$ cat config.mk
export PLATFORM = sky130hd
export DESIGN_NAME = at_command_link_sequencer
export DESIGN_NICKNAME = d
export VERILOG_FILES = /design/src/rtl/core/atcls_pkg.sv /design/src/rtl/core/at_command_link_sequencer.sv /design/src/rtl/core/atcls_fifo.sv /design/src/rtl/core/atcls_front.sv /design/src/rtl/core/atcls_back.sv
export SDC_FILE = /design/constraint.sdc
export NUM_CORES = 1
export LEC_CHECK = 0
export BUFFER_PORTS_ARGS = -buffer_cell sky130_fd_sc_hd__buf_4
export CORE_MARGIN = 4
export CORE_UTILIZATION = 61
export DETAILED_ROUTE_END_ITERATION = 8
export GPL_TIMING_DRIVEN = 1
export PLACE_DENSITY = 0.76
export SLEW_MARGIN = 20
export SYNTH_ARGS = -nofsm -noshare
export SYNTH_HDL_FRONTEND = slang
export SYNTH_SLANG_ARGS = --single-unit
$ cat constraint.sdc
create_clock -name clk -period 4.3 [get_ports clk]
set_input_delay 0.43 -clock clk [delete_from_list [all_inputs] [get_ports clk]]
set_output_delay 0.43 -clock clk [all_outputs]
set_load 0.02 [all_outputs]
$ cat src/rtl/core/atcls_pkg.sv
// ----------------------------------------------------------------------------
// atcls_pkg
// Types, character codes and command codes shared by the link sequencer.
// ----------------------------------------------------------------------------
package atcls_pkg;

    localparam int LINE_MAX_DEFAULT = 32;
    localparam int STORE_DEPTH      = 15;
    localparam int QUEUE_DEPTH      = 2;
    localparam int TIMEOUT_W        = 7;
    localparam int CFG_INDEX_W      = 2;
    localparam int DIGITS           = 6;
    localparam int DIGIT_FIRST      = 9;

    localparam logic [TIMEOUT_W-1:0] SHORT_TIMEOUT_RESET = 7'd2;
    localparam logic [TIMEOUT_W-1:0] LONG_TIMEOUT_RESET  = 7'd10;

    localparam logic [CFG_INDEX_W-1:0] CFG_SHORT_TIMEOUT = 2'd0;
    localparam logic [CFG_INDEX_W-1:0] CFG_LONG_TIMEOUT  = 2'd1;

    localparam logic [7:0] CHAR_O    = 8'h4F;
    localparam logic [7:0] CHAR_ZERO = 8'h30;
    localparam logic [7:0] CHAR_NL   = 8'h0A;

    localparam logic [39:0] STR_READY = "ready";
    localparam logic [39:0] STR_INVAL = "inval";
    localparam logic [31:0] STR_IPD   = "+IPD";

    typedef enum logic [2:0] {
        CMD_NONE    = 3'd0,
        CMD_ALIVE   = 3'd1,
        CMD_STATION = 3'd2,
        CMD_JOIN    = 3'd3,
        CMD_MULTI   = 3'd4,
        CMD_SERVER  = 3'd5,
        CMD_CONNECT = 3'd6
    } cmd_t;

    typedef struct packed {
        logic       action;
        logic [7:0] rx_byte;
    } item_t;

    typedef struct packed {
        logic       send_valid;
        logic [2:0] send_command;
        logic       time_valid;
        logic [7:0] hour_tens;
        logic [7:0] hour_units;
        logic [7:0] minute_tens;
        logic [7:0] minute_units;
        logic [7:0] second_tens;
        logic [7:0] second_units;
        logic       module_reset;
        logic       power_down;
    } result_t;

    // Classified word passed from the line assembler to the sequencer.
    typedef struct packed {
        logic                        is_tick;
        logic                        is_line;
        logic                        ready_or_inval;
        logic                        first_o;
        logic                        ipd;
        logic [DIGITS-1:0][7:0]      digits;
    } event_t;

endpackage

$ cat src/rtl/core/at_command_link_sequencer.sv
// ----------------------------------------------------------------------------
// at_command_link_sequencer
// Bring-up sequencer for a serial wireless module, fed with bytes and ticks.
// ----------------------------------------------------------------------------
// Each input word is either a received byte or a one-second tick. A word is
// taken when push is high and full is low; every word yields exactly one
// result word, held on result while empty is low and taken when pop is high.
// The line assembler classifies each word in the cycle it is taken and
// writes it to a two-word queue; the sequencer takes one word a cycle from
// that queue while the output queue has room and writes its result to a
// two-word output queue, so a result is registered in both queues in turn.
// One word is taken per cycle as long as pop keeps up with it. When pop stays
// low the output queue fills, then the inner queue, and full rises; nothing
// is lost. Reset clears both queues and the line, sets the reply timer to the
// long timeout and the timeout registers to their defaults. The configuration
// channel is always ready; writes are meant for idle periods only.
// ----------------------------------------------------------------------------
module at_command_link_sequencer #(
    parameter int LINE_MAX = atcls_pkg::LINE_MAX_DEFAULT
) (
    input  logic                               clk,
    input  logic                               rst_n,
    input  logic                               push,
    output logic                               full,
    input  atcls_pkg::item_t                   item,
    output logic                               empty,
    input  logic                               pop,
    output atcls_pkg::result_t                 result,
    input  logic                               cfg_valid,
    output logic                               cfg_ready,
    input  logic [atcls_pkg::CFG_INDEX_W-1:0]  cfg_index,
    input  logic [atcls_pkg::TIMEOUT_W-1:0]    cfg_data
);

    atcls_pkg::event_t  front_ev;
    atcls_pkg::event_t  mid_ev;
    atcls_pkg::result_t back_result;
    logic               accept;
    logic               mid_empty;
    logic               out_full;
    logic               advance;

    assign accept    = push && !full;
    assign advance   = !mid_empty && !out_full;
    assign cfg_ready = 1'b1;

    atcls_front #(
        .LINE_MAX (LINE_MAX)
    ) u_front (
        .clk    (clk),
        .rst_n  (rst_n),
        .accept (accept),
        .item   (item),
        .ev     (front_ev)
    );

    atcls_fifo #(
        .WIDTH ($bits(atcls_pkg::event_t)),
        .DEPTH (atcls_pkg::QUEUE_DEPTH)
    ) u_mid_queue (
        .clk      (clk),
        .rst_n    (rst_n),
        .push     (push),
        .data_in  (front_ev),
        .full     (full),
        .pop      (advance),
        .data_out (mid_ev),
        .empty    (mid_empty)
    );

    atcls_back u_back (
        .clk       (clk),
        .rst_n     (rst_n),
        .advance   (advance),
        .ev        (mid_ev),
        .cfg_write (cfg_valid && cfg_ready),
        .cfg_index (cfg_index),
        .cfg_data  (cfg_data),
        .result    (back_result)
    );

    atcls_fifo #(
        .WIDTH ($bits(atcls_pkg::result_t)),
        .DEPTH (atcls_pkg::QUEUE_DEPTH)
    ) u_out_queue (
        .clk      (clk),
        .rst_n    (rst_n),
        .push     (advance),
        .data_in  (back_result),
        .full     (out_full),
        .pop      (pop),
        .data_out (result),
        .empty    (empty)
    );

    // A taken word is always waiting in the inner queue on the next cycle.
    assert property (@(posedge clk) disable iff (!rst_n)
        accept |=> !mid_empty)
    else $error("accepted word missing from inner queue");

    // A word moved by the sequencer is always waiting in the output queue.
    assert property (@(posedge clk) disable iff (!rst_n)
        advance |=> !empty)
    else $error("sequenced word missing from output queue");

    // A command code appears exactly when a command is requested.
    assert property (@(posedge clk) disable iff (!rst_n)
        !empty |-> (result.send_valid == (result.send_command != atcls_pkg::CMD_NONE)))
    else $error("command code and request disagree");

    // Time digits always come with the power-down request and nothing else.
    assert property (@(posedge clk) disable iff (!rst_n)
        !empty |-> ((result.time_valid == result.power_down) &&
                    !(result.time_valid && (result.send_valid || result.module_reset))))
    else $error("inconsistent result flags");

endmodule

$ cat src/rtl/core/atcls_fifo.sv
// ----------------------------------------------------------------------------
// atcls_fifo
// Small register queue between the stages of the link sequencer.
// ----------------------------------------------------------------------------
module atcls_fifo #(
    parameter int WIDTH = 8,
    parameter int DEPTH = 2
) (
    input  logic             clk,
    input  logic             rst_n,
    input  logic             push,
    input  logic [WIDTH-1:0] data_in,
    output logic             full,
    input  logic             pop,
    output logic [WIDTH-1:0] data_out,
    output logic             empty
);

    // DEPTH is a power of two, so the pointers wrap by themselves.
    localparam int PTR_W = (DEPTH > 1) ? $clog2(DEPTH) : 1;
    localparam int CNT_W = $clog2(DEPTH + 1);

    logic [WIDTH-1:0] store_reg [DEPTH];
    logic [PTR_W-1:0] wr_ptr_reg, wr_ptr_next;
    logic [PTR_W-1:0] rd_ptr_reg, rd_ptr_next;
    logic [CNT_W-1:0] count_reg, count_next;
    logic             do_push;
    logic             do_pop;

    assign full     = (count_reg == CNT_W'(DEPTH));
    assign empty    = (count_reg == '0);
    assign do_push  = push && !full;
    assign do_pop   = pop && !empty;
    assign data_out = store_reg[rd_ptr_reg];

    always_comb
    begin
        wr_ptr_next = do_push ? wr_ptr_reg + 1'b1 : wr_ptr_reg;
        rd_ptr_next = do_pop ? rd_ptr_reg + 1'b1 : rd_ptr_reg;
        count_next  = count_reg;
        if (do_push && !do_pop)
        begin
            count_next = count_reg + 1'b1;
        end
        else if (do_pop && !do_push)
        begin
            count_next = count_reg - 1'b1;
        end
    end

    always_ff @(posedge clk or negedge rst_n)
    begin
        if (!rst_n)
        begin
            wr_ptr_reg <= '0;
            rd_ptr_reg <= '0;
            count_reg  <= '0;
        end
        else
        begin
            wr_ptr_reg <= wr_ptr_next;
            rd_ptr_reg <= rd_ptr_next;
            count_reg  <= count_next;
        end
    end

    always_ff @(posedge clk)
    begin
        if (do_push)
        begin
            store_reg[wr_ptr_reg] <= data_in;
        end
    end

endmodule

$ cat src/rtl/core/atcls_front.sv
// ----------------------------------------------------------------------------
// atcls_front
// Line assembler: gathers received bytes into a line and classifies it.
// ----------------------------------------------------------------------------
module atcls_front #(
    parameter int LINE_MAX = atcls_pkg::LINE_MAX_DEFAULT
) (
    input  logic               clk,
    input  logic               rst_n,
    input  logic               accept,
    input  atcls_pkg::item_t   item,
    output atcls_pkg::event_t  ev
);

    localparam int CNT_W = $clog2(LINE_MAX);

    logic [7:0]       store_reg  [atcls_pkg::STORE_DEPTH];
    logic [7:0]       store_next [atcls_pkg::STORE_DEPTH];
    logic [7:0]       line       [atcls_pkg::STORE_DEPTH];
    logic [CNT_W-1:0] count_reg, count_next;
    logic             is_byte;
    logic             is_nl;
    logic             room;
    logic             match_ready;
    logic             match_inval;
    logic             match_ipd;

    assign is_byte = !item.action;
    assign is_nl   = is_byte && (item.rx_byte == atcls_pkg::CHAR_NL);
    assign room    = (count_reg < CNT_W'(LINE_MAX - 1));

    // The line as it stands once this byte is written; the store always lies
    // below the count limit, so a matching count alone selects the entry.
    always_comb
    begin
        for (int i = 0; i < atcls_pkg::STORE_DEPTH; i++)
        begin
            if (is_byte && (count_reg == CNT_W'(i)))
            begin
                line[i] = item.rx_byte;
            end
            else
            begin
                line[i] = store_reg[i];
            end
        end
    end

    always_comb
    begin
        match_ready = 1'b1;
        match_inval = 1'b1;
        match_ipd   = 1'b1;
        for (int i = 0; i < 5; i++)
        begin
            if (line[i] != atcls_pkg::STR_READY[8*(4-i) +: 8])
            begin
                match_ready = 1'b0;
            end
            if (line[i] != atcls_pkg::STR_INVAL[8*(4-i) +: 8])
            begin
                match_inval = 1'b0;
            end
        end
        for (int i = 0; i < 4; i++)
        begin
            if (line[i] != atcls_pkg::STR_IPD[8*(3-i) +: 8])
            begin
                match_ipd = 1'b0;
            end
        end
    end

    always_comb
    begin
        ev.is_tick        = item.action;
        ev.is_line        = is_nl;
        ev.ready_or_inval = match_ready || match_inval;
        ev.first_o        = (line[0] == atcls_pkg::CHAR_O);
        ev.ipd            = match_ipd;
        for (int i = 0; i < atcls_pkg::DIGITS; i++)
        begin
            ev.digits[atcls_pkg::DIGITS-1-i] =
                line[atcls_pkg::DIGIT_FIRST + i] - atcls_pkg::CHAR_ZERO;
        end
    end

    always_comb
    begin
        count_next = count_reg;
        for (int i = 0; i < atcls_pkg::STORE_DEPTH; i++)
        begin
            store_next[i] = store_reg[i];
        end
        if (is_nl)
        begin
            count_next = '0;
            for (int i = 0; i < atcls_pkg::STORE_DEPTH; i++)
            begin
                store_next[i] = 8'h00;
            end
        end
        else if (is_byte)
        begin
            for (int i = 0; i < atcls_pkg::STORE_DEPTH; i++)
            begin
                store_next[i] = line[i];
            end
            if (room)
            begin
                count_next = count_reg + 1'b1;
            end
        end
    end

    always_ff @(posedge clk or negedge rst_n)
    begin
        if (!rst_n)
        begin
            count_reg <= '0;
            for (int i = 0; i < atcls_pkg::STORE_DEPTH; i++)
            begin
                store_reg[i] <= 8'h00;
            end
        end
        else if (accept)
        begin
            count_reg <= count_next;
            for (int i = 0; i < atcls_pkg::STORE_DEPTH; i++)
            begin
                store_reg[i] <= store_next[i];
            end
        end
    end

endmodule

$ cat src/rtl/core/atcls_back.sv
// ----------------------------------------------------------------------------
// atcls_back
// Command sequencer: walks the bring-up sequence and runs the reply timer.
// ----------------------------------------------------------------------------
module atcls_back (
    input  logic                                 clk,
    input  logic                                 rst_n,
    input  logic                                 advance,
    input  atcls_pkg::event_t                    ev,
    input  logic                                 cfg_write,
    input  logic [atcls_pkg::CFG_INDEX_W-1:0]    cfg_index,
    input  logic [atcls_pkg::TIMEOUT_W-1:0]      cfg_data,
    output atcls_pkg::result_t                   result
);

    logic [atcls_pkg::TIMEOUT_W-1:0] short_reg;
    logic [atcls_pkg::TIMEOUT_W-1:0] long_reg;
    logic [atcls_pkg::TIMEOUT_W-1:0] left_reg, left_next;
    atcls_pkg::cmd_t                 last_reg, last_next;
    atcls_pkg::cmd_t                 issue_cmd;
    logic                            issue;
    logic                            in_sequence;

    assign in_sequence = (last_reg == atcls_pkg::CMD_ALIVE)   ||
                         (last_reg == atcls_pkg::CMD_STATION) ||
                         (last_reg == atcls_pkg::CMD_JOIN)    ||
                         (last_reg == atcls_pkg::CMD_MULTI)   ||
                         (last_reg == atcls_pkg::CMD_SERVER);

    always_comb
    begin
        issue     = 1'b0;
        issue_cmd = atcls_pkg::CMD_NONE;
        if (!ev.is_tick && ev.is_line)
        begin
            if (ev.ready_or_inval)
            begin
                issue     = 1'b1;
                issue_cmd = atcls_pkg::CMD_ALIVE;
            end
            else if (in_sequence && ev.first_o)
            begin
                issue     = 1'b1;
                issue_cmd = atcls_pkg::cmd_t'(last_reg + 3'd1);
            end
        end
    end

    always_comb
    begin
        result    = '0;
        left_next = left_reg;
        last_next = last_reg;
        if (ev.is_tick)
        begin
            if (left_reg != '0)
            begin
                left_next           = left_reg - 1'b1;
                result.module_reset = (left_reg == atcls_pkg::TIMEOUT_W'(1));
            end
        end
        else if (issue)
        begin
            last_next           = issue_cmd;
            left_next           = (issue_cmd == atcls_pkg::CMD_JOIN) ? long_reg : short_reg;
            result.send_valid   = 1'b1;
            result.send_command = issue_cmd;
        end
        else if (ev.is_line && (last_reg == atcls_pkg::CMD_CONNECT))
        begin
            if (ev.first_o)
            begin
                left_next = '0;
            end
            else if (ev.ipd)
            begin
                result.time_valid   = 1'b1;
                result.hour_tens    = ev.digits[5];
                result.hour_units   = ev.digits[4];
                result.minute_tens  = ev.digits[3];
                result.minute_units = ev.digits[2];
                result.second_tens  = ev.digits[1];
                result.second_units = ev.digits[0];
                result.power_down   = 1'b1;
            end
        end
    end

    always_ff @(posedge clk or negedge rst_n)
    begin
        if (!rst_n)
        begin
            left_reg <= atcls_pkg::LONG_TIMEOUT_RESET;
            last_reg <= atcls_pkg::CMD_NONE;
        end
        else if (advance)
        begin
            left_reg <= left_next;
            last_reg <= last_next;
        end
    end

    always_ff @(posedge clk or negedge rst_n)
    begin
        if (!rst_n)
        begin
            short_reg <= atcls_pkg::SHORT_TIMEOUT_RESET;
            long_reg  <= atcls_pkg::LONG_TIMEOUT_RESET;
        end
        else if (cfg_write)
        begin
            if (cfg_index == atcls_pkg::CFG_SHORT_TIMEOUT)
            begin
                short_reg <= cfg_data;
            end
            else if (cfg_index == atcls_pkg::CFG_LONG_TIMEOUT)
            begin
                long_reg <= cfg_data;
            end
        end
    end

endmodule

== After elaboration in Yosys (flattened, before gate mapping) ==
Memory sizes are Yosys's and may differ from the RTL's.
Index checks and enable logic that the tools add are counted.

* Add/sub/neg operators: 17
* $mul: 0
* Divide/modulo/power cells: 0
* Order comparisons: 1
* Eq/ne operators: 43
* Shift-type cells: 0
* Muxes and demuxes: 67
* Bitwise logic cells: 2
* Reductions and logical operators: 59

{| class="wikitable"
|+ Operators with widths
! operator !! count
|-
| $mux W120 || 2
|-
| $mux W49 || 4
|-
| $mux W8 || 15
|-
| $ne A8 B7 Y1 const B || 13
|-
| $mux W53 || 1
|-
| $sub A8 B6 Y8 const B || 6
|-
| $mux W7 || 6
|-
| $eq A5 B4 Y1 const B || 7
|-
| $logic_and A1 B1 Y1 || 28
|-
| $mux W1 || 28
|-
| $eq A5 B3 Y1 const B || 4
|-
| $mux W5 || 3
|-
| $eq A5 B2 Y1 const B || 2
|-
| $logic_not A1 Y1 || 10
|-
| $eq A3 B2 Y1 const B || 3
|-
| $eq A3 B3 Y1 const B || 3
|-
| $mux W3 || 3
|-
| $reduce_and A3 Y1 || 3
|-
| $eq A8 B4 Y1 const B || 1
|-
| $eq A8 B7 Y1 const B || 1
|-
| $mux W2 || 4
|-
| $ne A8 B6 Y1 const B || 1
|-
| $eq A7 B1 Y1 const B || 1
|-
| $reduce_bool A7 Y1 || 1
|-
| other kinds (22) || 39
|}

* Bits in registers: 125
* Latch bits: 0
* Bits in writable memories: 216
* Memory bits (read-only): 0
* Bits of input ports: 23
* Output and inout port bits: 58
* Logic and storage cells: 213
* Memories kept: 2

{| class="wikitable"
|+ Memories
! name !! depth !! width !! rd ports !! clocked after memory_dff !! wr ports !! RTL line !! source
|-
| u_out_queue.store_reg || 2 || 55 || 1 || 0 || 1 || atcls_fifo.sv:23 || <nowiki>logic [WIDTH-1:0] store_reg [DEPTH];</nowiki>
|-
| u_mid_queue.store_reg || 2 || 53 || 1 || 0 || 1 || atcls_fifo.sv:23 ||
|}

== Logic depth before layout (Yosys ltp) ==
Gate-level depths: netlist (run 1).

* Word-level depth: 13
* Depth in mapped cells: 9

== Cells and area by module ==
A second synthesis (run 1) with hierarchy kept.

* Cells, all modules: 1097
* Area total of the unflattened synthesis: 15706.3 um2

{| class="wikitable"
|+ Modules (own cells, without submodules)
! module !! times used !! cells an instance !! area an instance (um2) !! seq. area each (um2)
|-
| atcls_front || 1 || 525 || 5267.6 || 2327.2
|-
| atcls_fifo at u_out_queue || 1 || 190 || 4330.4 || 3403.3
|-
| atcls_fifo at u_mid_queue || 1 || 184 || 4271.6 || 3283.1
|-
| atcls_back || 1 || 194 || 1808.0 || 606.8
|-
| at_command_link_sequencer || 1 || 4 || 28.8 || 0.0
|}

== Least setup slack after synthesis (run 1) ==
No wires, ideal clock.

* Kind: reg2reg
* From: register u_out_queue.count_reg[1]
* To: memory u_out_queue.store_reg[0][10] (netlist name), enable pin
* Arrival: 2922 ps
* Required time: 3834 ps
* Slack: 912 ps
* Stages on the path, launching flop included: 4
* Path through: dfrtp_1 inv_1 o22ai_1 nor2_1

* Cells in the longest elaborated chain, start to end: 6

{| class="wikitable"
|+ RTL lines
! item !! RTL line !! source
|-
| start: declaration || atcls_fifo.sv:26 || <nowiki>logic [CNT_W-1:0] count_reg, count_next;</nowiki>
|-
| start signal: assignment || atcls_fifo.sv:63 || <nowiki>count_reg <= count_next;</nowiki>
|-
| $eq A2 B2 Y1 * || atcls_fifo.sv:30 || <nowiki>assign full = (count_reg == CNT_W'(DEPTH));</nowiki>
|-
| $logic_not A1 Y1 * || at_command_link_sequencer.sv:44, atcls_fifo.sv:32 ||
|-
| $logic_and A1 B1 Y1 || at_command_link_sequencer.sv:44 || <nowiki>assign advance = !mid_empty && !out_full;</nowiki>
|-
| $logic_and A1 B1 Y1 * || atcls_fifo.sv:32 || <nowiki>assign do_push = push && !full;</nowiki>
|-
| $mux W1 * || atcls_fifo.sv:69 || <nowiki>if (do_push)</nowiki>
|-
| $mux W1 (not written as such) * || atcls_fifo.sv:71 || <nowiki>store_reg[wr_ptr_reg] <= data_in;</nowiki>
|-
| end: declaration || atcls_fifo.sv:23 ||
|}

Mark *: on every way between the ends. The rest lies on a longest branch, timed or not.

==> metrics, run 1 <==
outcome finished with violations; failing checks hold timing; WL final 29800 µm; biggest cell delay along the critical path about 1000 ps; Clock Path Buffers 3; final setup fails 0; Clock Pin Slew Worst Setup and Hold Paths 60 ps; ys async rst share between 30% and 40%; die height around 160 µm; Final Core Density 71.2%; worst r2r dst u_mid_queue.store_reg[1][15]; synth-to-layout area growth 13.6%; most frequent CP cell buf_4; dpl ws 1250 ps; RSZ-0062 raised after global routing no; H-Tree Depth 2; R2R setup slack about 1500 ps; grt ovf 0; final antenna-violating net count 0; final period utilization between 60% and 70%; CP max-delay cell dfrtp_2; Clk Tree Root Cell clkbuf_16; post-CTS resize count 0; area leader, netlist edfxtp_1; final hold vios 24; Gate Count Post-Synth 1048; Arrival @ worst endpoint 2470 ps; antenna violations before repair 0; share of layout cells above drive strength 1 25.1%; Critical Path RT approximately 3900 ps; TritonCTS clock tree built; leakage power between 6 and 7 nW; Post-CTS Hold Buffers 0; VDD IR max 0.381 mV; setup TNS 0 ps; Slew HR 30.5%; FF-to-FF path depth 8; antenna cells 0; global-route wire length before repair 48300 µm; post-layout min period 2900 ps; EDFF count, synth 214; core footprint between 20000 and 25000 µm²; count leader, synth edfxtp_1; Post-Syn Nets 1091; crit start category flip-flop; Setup Skew approximately 16 ps; Total Routing Usage GR 22.6%; Hold Path Class input pin to asynchronous set/reset pin; Slew Viols, Final 0; post-DP HPWL 18700 µm; Yosys warning count 0; Vias/cell roughly 6.1; clk sinks 339; worst-path fanout max 46; synthesis-stage register bit count 339; First-pass DRT Iterations 7; critical path class flip-flop to output pin; hold_ws -65.4 ps; Cell Rows between 50 and 60; Die W 164 µm; commonest cells in the netlist edfxtp_1 (214), dfrtp_1 (120), mux2_2 (104); vias in the first global route 9001; Die Area 27000 µm²; postcts setup bufs 0; Worst-Skew Late Latency 520 ps; fin worst setup slack 1400 ps; worst reg2reg startpoint u_front.count_reg[1]; Cell Pwr Density around 750 nW/µm²; actual slew at the worst max-slew pin 1040 ps; Synth Area per Inst 14.2 µm²; crit path cell chain buf_4 -> mux2_2 -> buf_4; fmax 345 MHz; fin nets 1160; Power Total 12.8 mW; drc violations 0; max reg flops 108; Synth area leaders edfxtp_1 (43%), dfrtp_1 (20%), mux2_2 (7.9%), mux2i_1 (4.8%), a22o_1 (3.8%); Primary FF master, synth edfxtp_1; I/O Pins 81; total number of vias around 9000; # Max-Cap Violations 0; Avg WL per Cell 20.4 µm; sequential area share after synthesis between 60% and 70%; Cell variety after synth 80; synthesized area 14900 µm²; fillers 1600; total CTS buffers 35; Crit. End Element output pin; gpl congestion 0.896; DR iter-0 viols 762; port bufs 79; post-synth top area share between 40% and 50%; initial core utilization between 60% and 70%; largest net degree at the start of global routing 82
[metal layers]
| layer | track usage [%] | wire length, µm | vias up |
|---|---|---|---|
| met1 | 31.7 | 13000 | 4452 |
| met2 | 36.8 | 14400 | 278 |
| met3 | 3.74 | 1650 | 51 |
| li1 | - | - | 4088 |
| met4 | 6.75 | 718 | 0 |
| met5 | 0 | 0 | - |
[metrics by stage]
step | cell area (µm²) | instances
2_1_floorplan | 14900 | 1048
3_3_place_gp | 15700 | 1399
3_5_place_dp | 15700 | 1399
4_1_cts | 16900 | 1463
5_1_grt | 16900 | 1463
6_report | 16900 | 1463
[area by class of cell]
cell class / instances / area (µm²) / area share [%]
Clock buffer: 53 / 1060 / 6.27
Clock inverter: 11 / 95.1 / 0.562
Inverter: 24 / 90.1 / 0.533
Multi-Input combinational cell: 624 / 5000 / 29.6
Sequential cell: 339 / 9560 / 56.5
Tap cell: 319 / 399 / 2.36
Timing Repair Buffer: 93 / 702 / 4.15
[layout by cell type (no fill, tap or decap), types with 3 or more instances in the layout]
cell,n
a21oi_1,23
clkbuf_1,9
xnor2_1,20
a32o_1,18
dfstp_2,5
nor4_1,4
nand2b_1,10
clkinv_2,5
xor2_1,8
dfrtp_1,118
nor2_4,3
nor3_1,9
o21ai_0,29
edfxtp_1,214
a22o_1,64
nor2b_1,3
o21ai_1,7
nand3b_1,9
mux2_2,104
mux2i_1,72
nor2_1,85
and3_1,3
ha_1,20
clkbuf_16,38
a221oi_1,4
nor3b_1,6
inv_1,22
buf_4,92
nand3_1,7
o2bb2ai_1,3
a31oi_1,7
clkbuf_8,5
nand2_1,39
[report_power, final]
group / internal (mW) / total [mW] / switching, mW
Sequential: 4.93 / 5.58 / 0.651
Clock: 1.78 / 2.99 / 1.21
Combinational: 1.84 / 4.18 / 2.34
Total: 8.55 / 12.8 / 4.20
[worst max-delay path: cells and delay by family, from the launching register on]
kind,cells,cell delay (ps)
buffers and inverters,2,500
multiplexers,1,370
flip-flops,1,1040
[cell families (layout without fill, tap and decap cells)]
| group | Yosys count | count (layout) | synth area share, % |
|---|---|---|---|
| buffers and inverters | 85 | 181 | 2.36 |
| multiplexers | 179 | 179 | 13.0 |
| AND/OR/NAND/NOR | 212 | 212 | 7.63 |
| AO/OA/AOI/OAI | 184 | 184 | 9.39 |
| XOR/XNOR | 28 | 28 | 1.65 |
| adder cells (fa/ha/maj) | 20 | 20 | 1.68 |
| flip-flops | 339 | 339 | 64.2 |
| other | 1 | 1 | 0.0252 |
[how the worst max path moves through the flow]
stage	end	slack, ps	cells past startpoint	startpoint
after global placement	u_out_queue.store_reg[0][29]	1360	4	u_mid_queue.rd_ptr_reg
final	result[35]	1400	3	u_out_queue.rd_ptr_reg
after floorplan	u_out_queue.store_reg[0][10]	910	3	u_out_queue.count_reg[1]
after CTS	u_out_queue.store_reg[0][27]	1240	4	u_mid_queue.rd_ptr_reg
after global routing	u_mid_queue.store_reg[1][48]	1250	5	u_front.count_reg[2]
after detailed placement	u_out_queue.store_reg[0][27]	1250	4	u_mid_queue.rd_ptr_reg
No activity file was read; power rests on OpenSTA's default activity.
==> inputs of run 2 (changes only) <==
- CORE_UTILIZATION: 61 -> 55
- PLACE_DENSITY: 0.76 -> 0.72
- clock period: 4.3 -> 2.45 ns (I/O delays scaled with it)
==> run 2 against run 1 <==
Net effect:
- critical path depth rose by 7
- die area rose by 10%
- first-iteration DRC count fell by 4.2%
- non-clock buffer count rose by 45
- hold slack improved by 160 ps
- register-to-register slack got worse by 1400 ps
- critical endpoint is now u_mid_queue.store_reg[1][48]
- wire length rose by 1.5%
- combinational power rose by 90%
- final area rose by 3.0%
- clock power rose by 69%
- the flow now finishes without violations
- largest cell class unchanged
- sequential power rose by 71%
- final cell count rose by 4.1%
==> metrics, run 2 (same netlist as run 1, synthesis figures left out) <==
Hold Path Class input pin to flip-flop; most common cell after layout, fill and taps aside edfxtp_1; final period utilization a little over nine tenths; leakage power 7.03 nW (+3.5%); most frequent cells in the layout edfxtp_1 (214), buf_4 (122), dfrtp_1 (117); Critical Path RT 2830 ps (-1040 ps); Die Area 29800 µm² (+10%); initial core utilization 56.5% (-6.2 points); drc violations 0 (unchanged); WL final 30200 µm (+1.5%); crit start category flip-flop; antenna cells 0 (unchanged); fmax approximately 420 MHz; core footprint 26400 µm² (+11%); Clock Path Buffers 3 (unchanged); vias in the first global route 9254 (+2.8%); antenna violations before repair 0 (unchanged); Vias/cell 5.92 (-2.4%); synth-to-layout area growth 17.1%; fin nets 1205 (+3.9%); share of layout cells above drive strength 1 28.6% (+3.5 points); final hold vios 0 (-100%); Slew HR 37.4% (+6.9 points); Placed Cells incl. Taps 1450 (+3.6%); H-Tree Depth 2 (unchanged); grt ovf 0 (unchanged); max reg flops 108 (unchanged); Setup Skew 12.2 ps (-4.18 ps); RSZ-0062 raised after global routing yes; Cell Pwr Density 1290 nW/µm² (+71%); Total Routing Usage GR 20.2% (-2.4 points); total CTS buffers 35 (unchanged); critical path class flip-flop to flip-flop; Arrival @ worst endpoint 2780 ps (+310 ps); outcome completed; Die W 173 µm (+5.1%); port bufs 79 (unchanged); actual slew at the worst max-slew pin 939 ps (-103 ps); total number of vias 9012 (+1.6%); # Max-Cap Violations 0 (unchanged); worst-path fanout max 6 (-87%); Worst-Skew Late Latency 510 ps (about the same); Crit. End Element flip-flop; final setup fails 0 (unchanged); Cell Rows 59 (+5.4%); largest net degree at the start of global routing 59 (-28%); global-route wire length before repair 49500 µm (+2.5%); Avg WL per Cell 19.8 µm (-2.5%); VDD IR max 0.692 mV (+82%); Clock Pin Slew Worst Setup and Hold Paths 70 ps (about the same); DR iter-0 viols 730 (-4.2%); post-layout min period 2400 ps; Final Instance Count excl. Fillers 1523 (+4.1%); die height 173 µm (+5.1%); I/O Pins 81 (unchanged); clk sinks 339 (unchanged); Slew Viols, Final 0 (unchanged); TritonCTS clock tree built; post-DP HPWL 19000 µm (+1.6%); Power Total 22.5 mW (+77%); First-pass DRT Iterations 5 (-2); final antenna-violating net count 0 (unchanged); Clk Tree Root Cell clkbuf_16; gpl congestion 0.938 (+4.8%)
run 2: cell types whose count changed in the layout (fill, tap and decap cells not counted), sizes merged:
cell	delta
buf	+37
clkbuf	-3
clkinv	+3
clkinvlp	-1
dlygate4sd3	+8
run 2: power by group:
part / switching, mW / internal, mW
clock: 2.08 / 2.97
combinational: 4.41 / 3.53
sequential: 0.888 / 8.64
run 2: repair_timing:
item | CTS | global route
hold buffers | 8 | 0
hold endpoints to repair | 39 | 0
resized for setup | 4 | 22
setup endpoints to repair | 4 | 26
buffers inserted | 0 | 2
pin swaps | 1 | 5
run 2: final timing paths:
path / from / to / slack [ps] / cells past startpoint
min in group asynchronous: rst_n / u_back.last_reg[1] / 230 / 2
max in group asynchronous: rst_n / u_front.store_reg[25] / 1570 / 3
hold / removal: item[8] / u_mid_queue.store_reg[1][52] / 90 / 1
hold reg to reg: u_front.store_reg[95] / u_front.store_reg[95] / 490 / 1
setup reg to reg: u_front.count_reg[1] / u_mid_queue.store_reg[1][48] / 50 / 10
setup / recovery: u_front.count_reg[1] / u_mid_queue.store_reg[1][48] / 50 / 10
run 2: area by class of cell:
| class | instances | area [µm²] |
|---|---|---|
| timing repair buffer | 138 | 1160 |
| fill | 1886 | 8930 |
| sequential | 339 | 9560 |
| clock inverter | 13 | 88.8 |
| clock buffer | 50 | 1010 |
| multi-input combinational | 624 | 5100 |
| inverter | 24 | 90.1 |
| tap | 335 | 419 |
run 2: per-stage QoR:
| step | area [µm²] | hold WS (ps) | setup WS, ps | TNS [ps] | util (%) |
|---|---|---|---|---|---|
| finish | 17400 | 94.2 | 48.2 | 0 | 66.1 |
| global route | 17400 | 87.3 | -51.5 | -177 | 66.1 |
| CTS | 17300 | 54.6 | 11.9 | 0 | 65.7 |
| detailed placement | 16100 | 222 | -28.3 | -78.3 | 61.2 |
| global placement | 16100 | 220 | 8.07 | 0 | 61.2 |
| floorplan | 14900 | -50.6 | -25.5 | -1380 | - |
run 2: worst max-delay path, stage by stage (launching register included):
cell and delay [ps]:
dfrtp_1 420, inv_2 90, ha_1 200, nor2b_2 240, nand2_2 150, buf_4 200, o21ai_0 110, o21ai_0 140
a211o_1 290, nor4_2 260, buf_4 160
run 2: metal layers:
layer  share of wire [%]  global-route usage [%]  up-vias
met3                 5.0                    3.31       66
li1                    -                       -     4178
met5                   0                       0        -
met2                  47                    32.8      249
met4                 2.4                    5.99        0
met1                  45                    28.5     4519
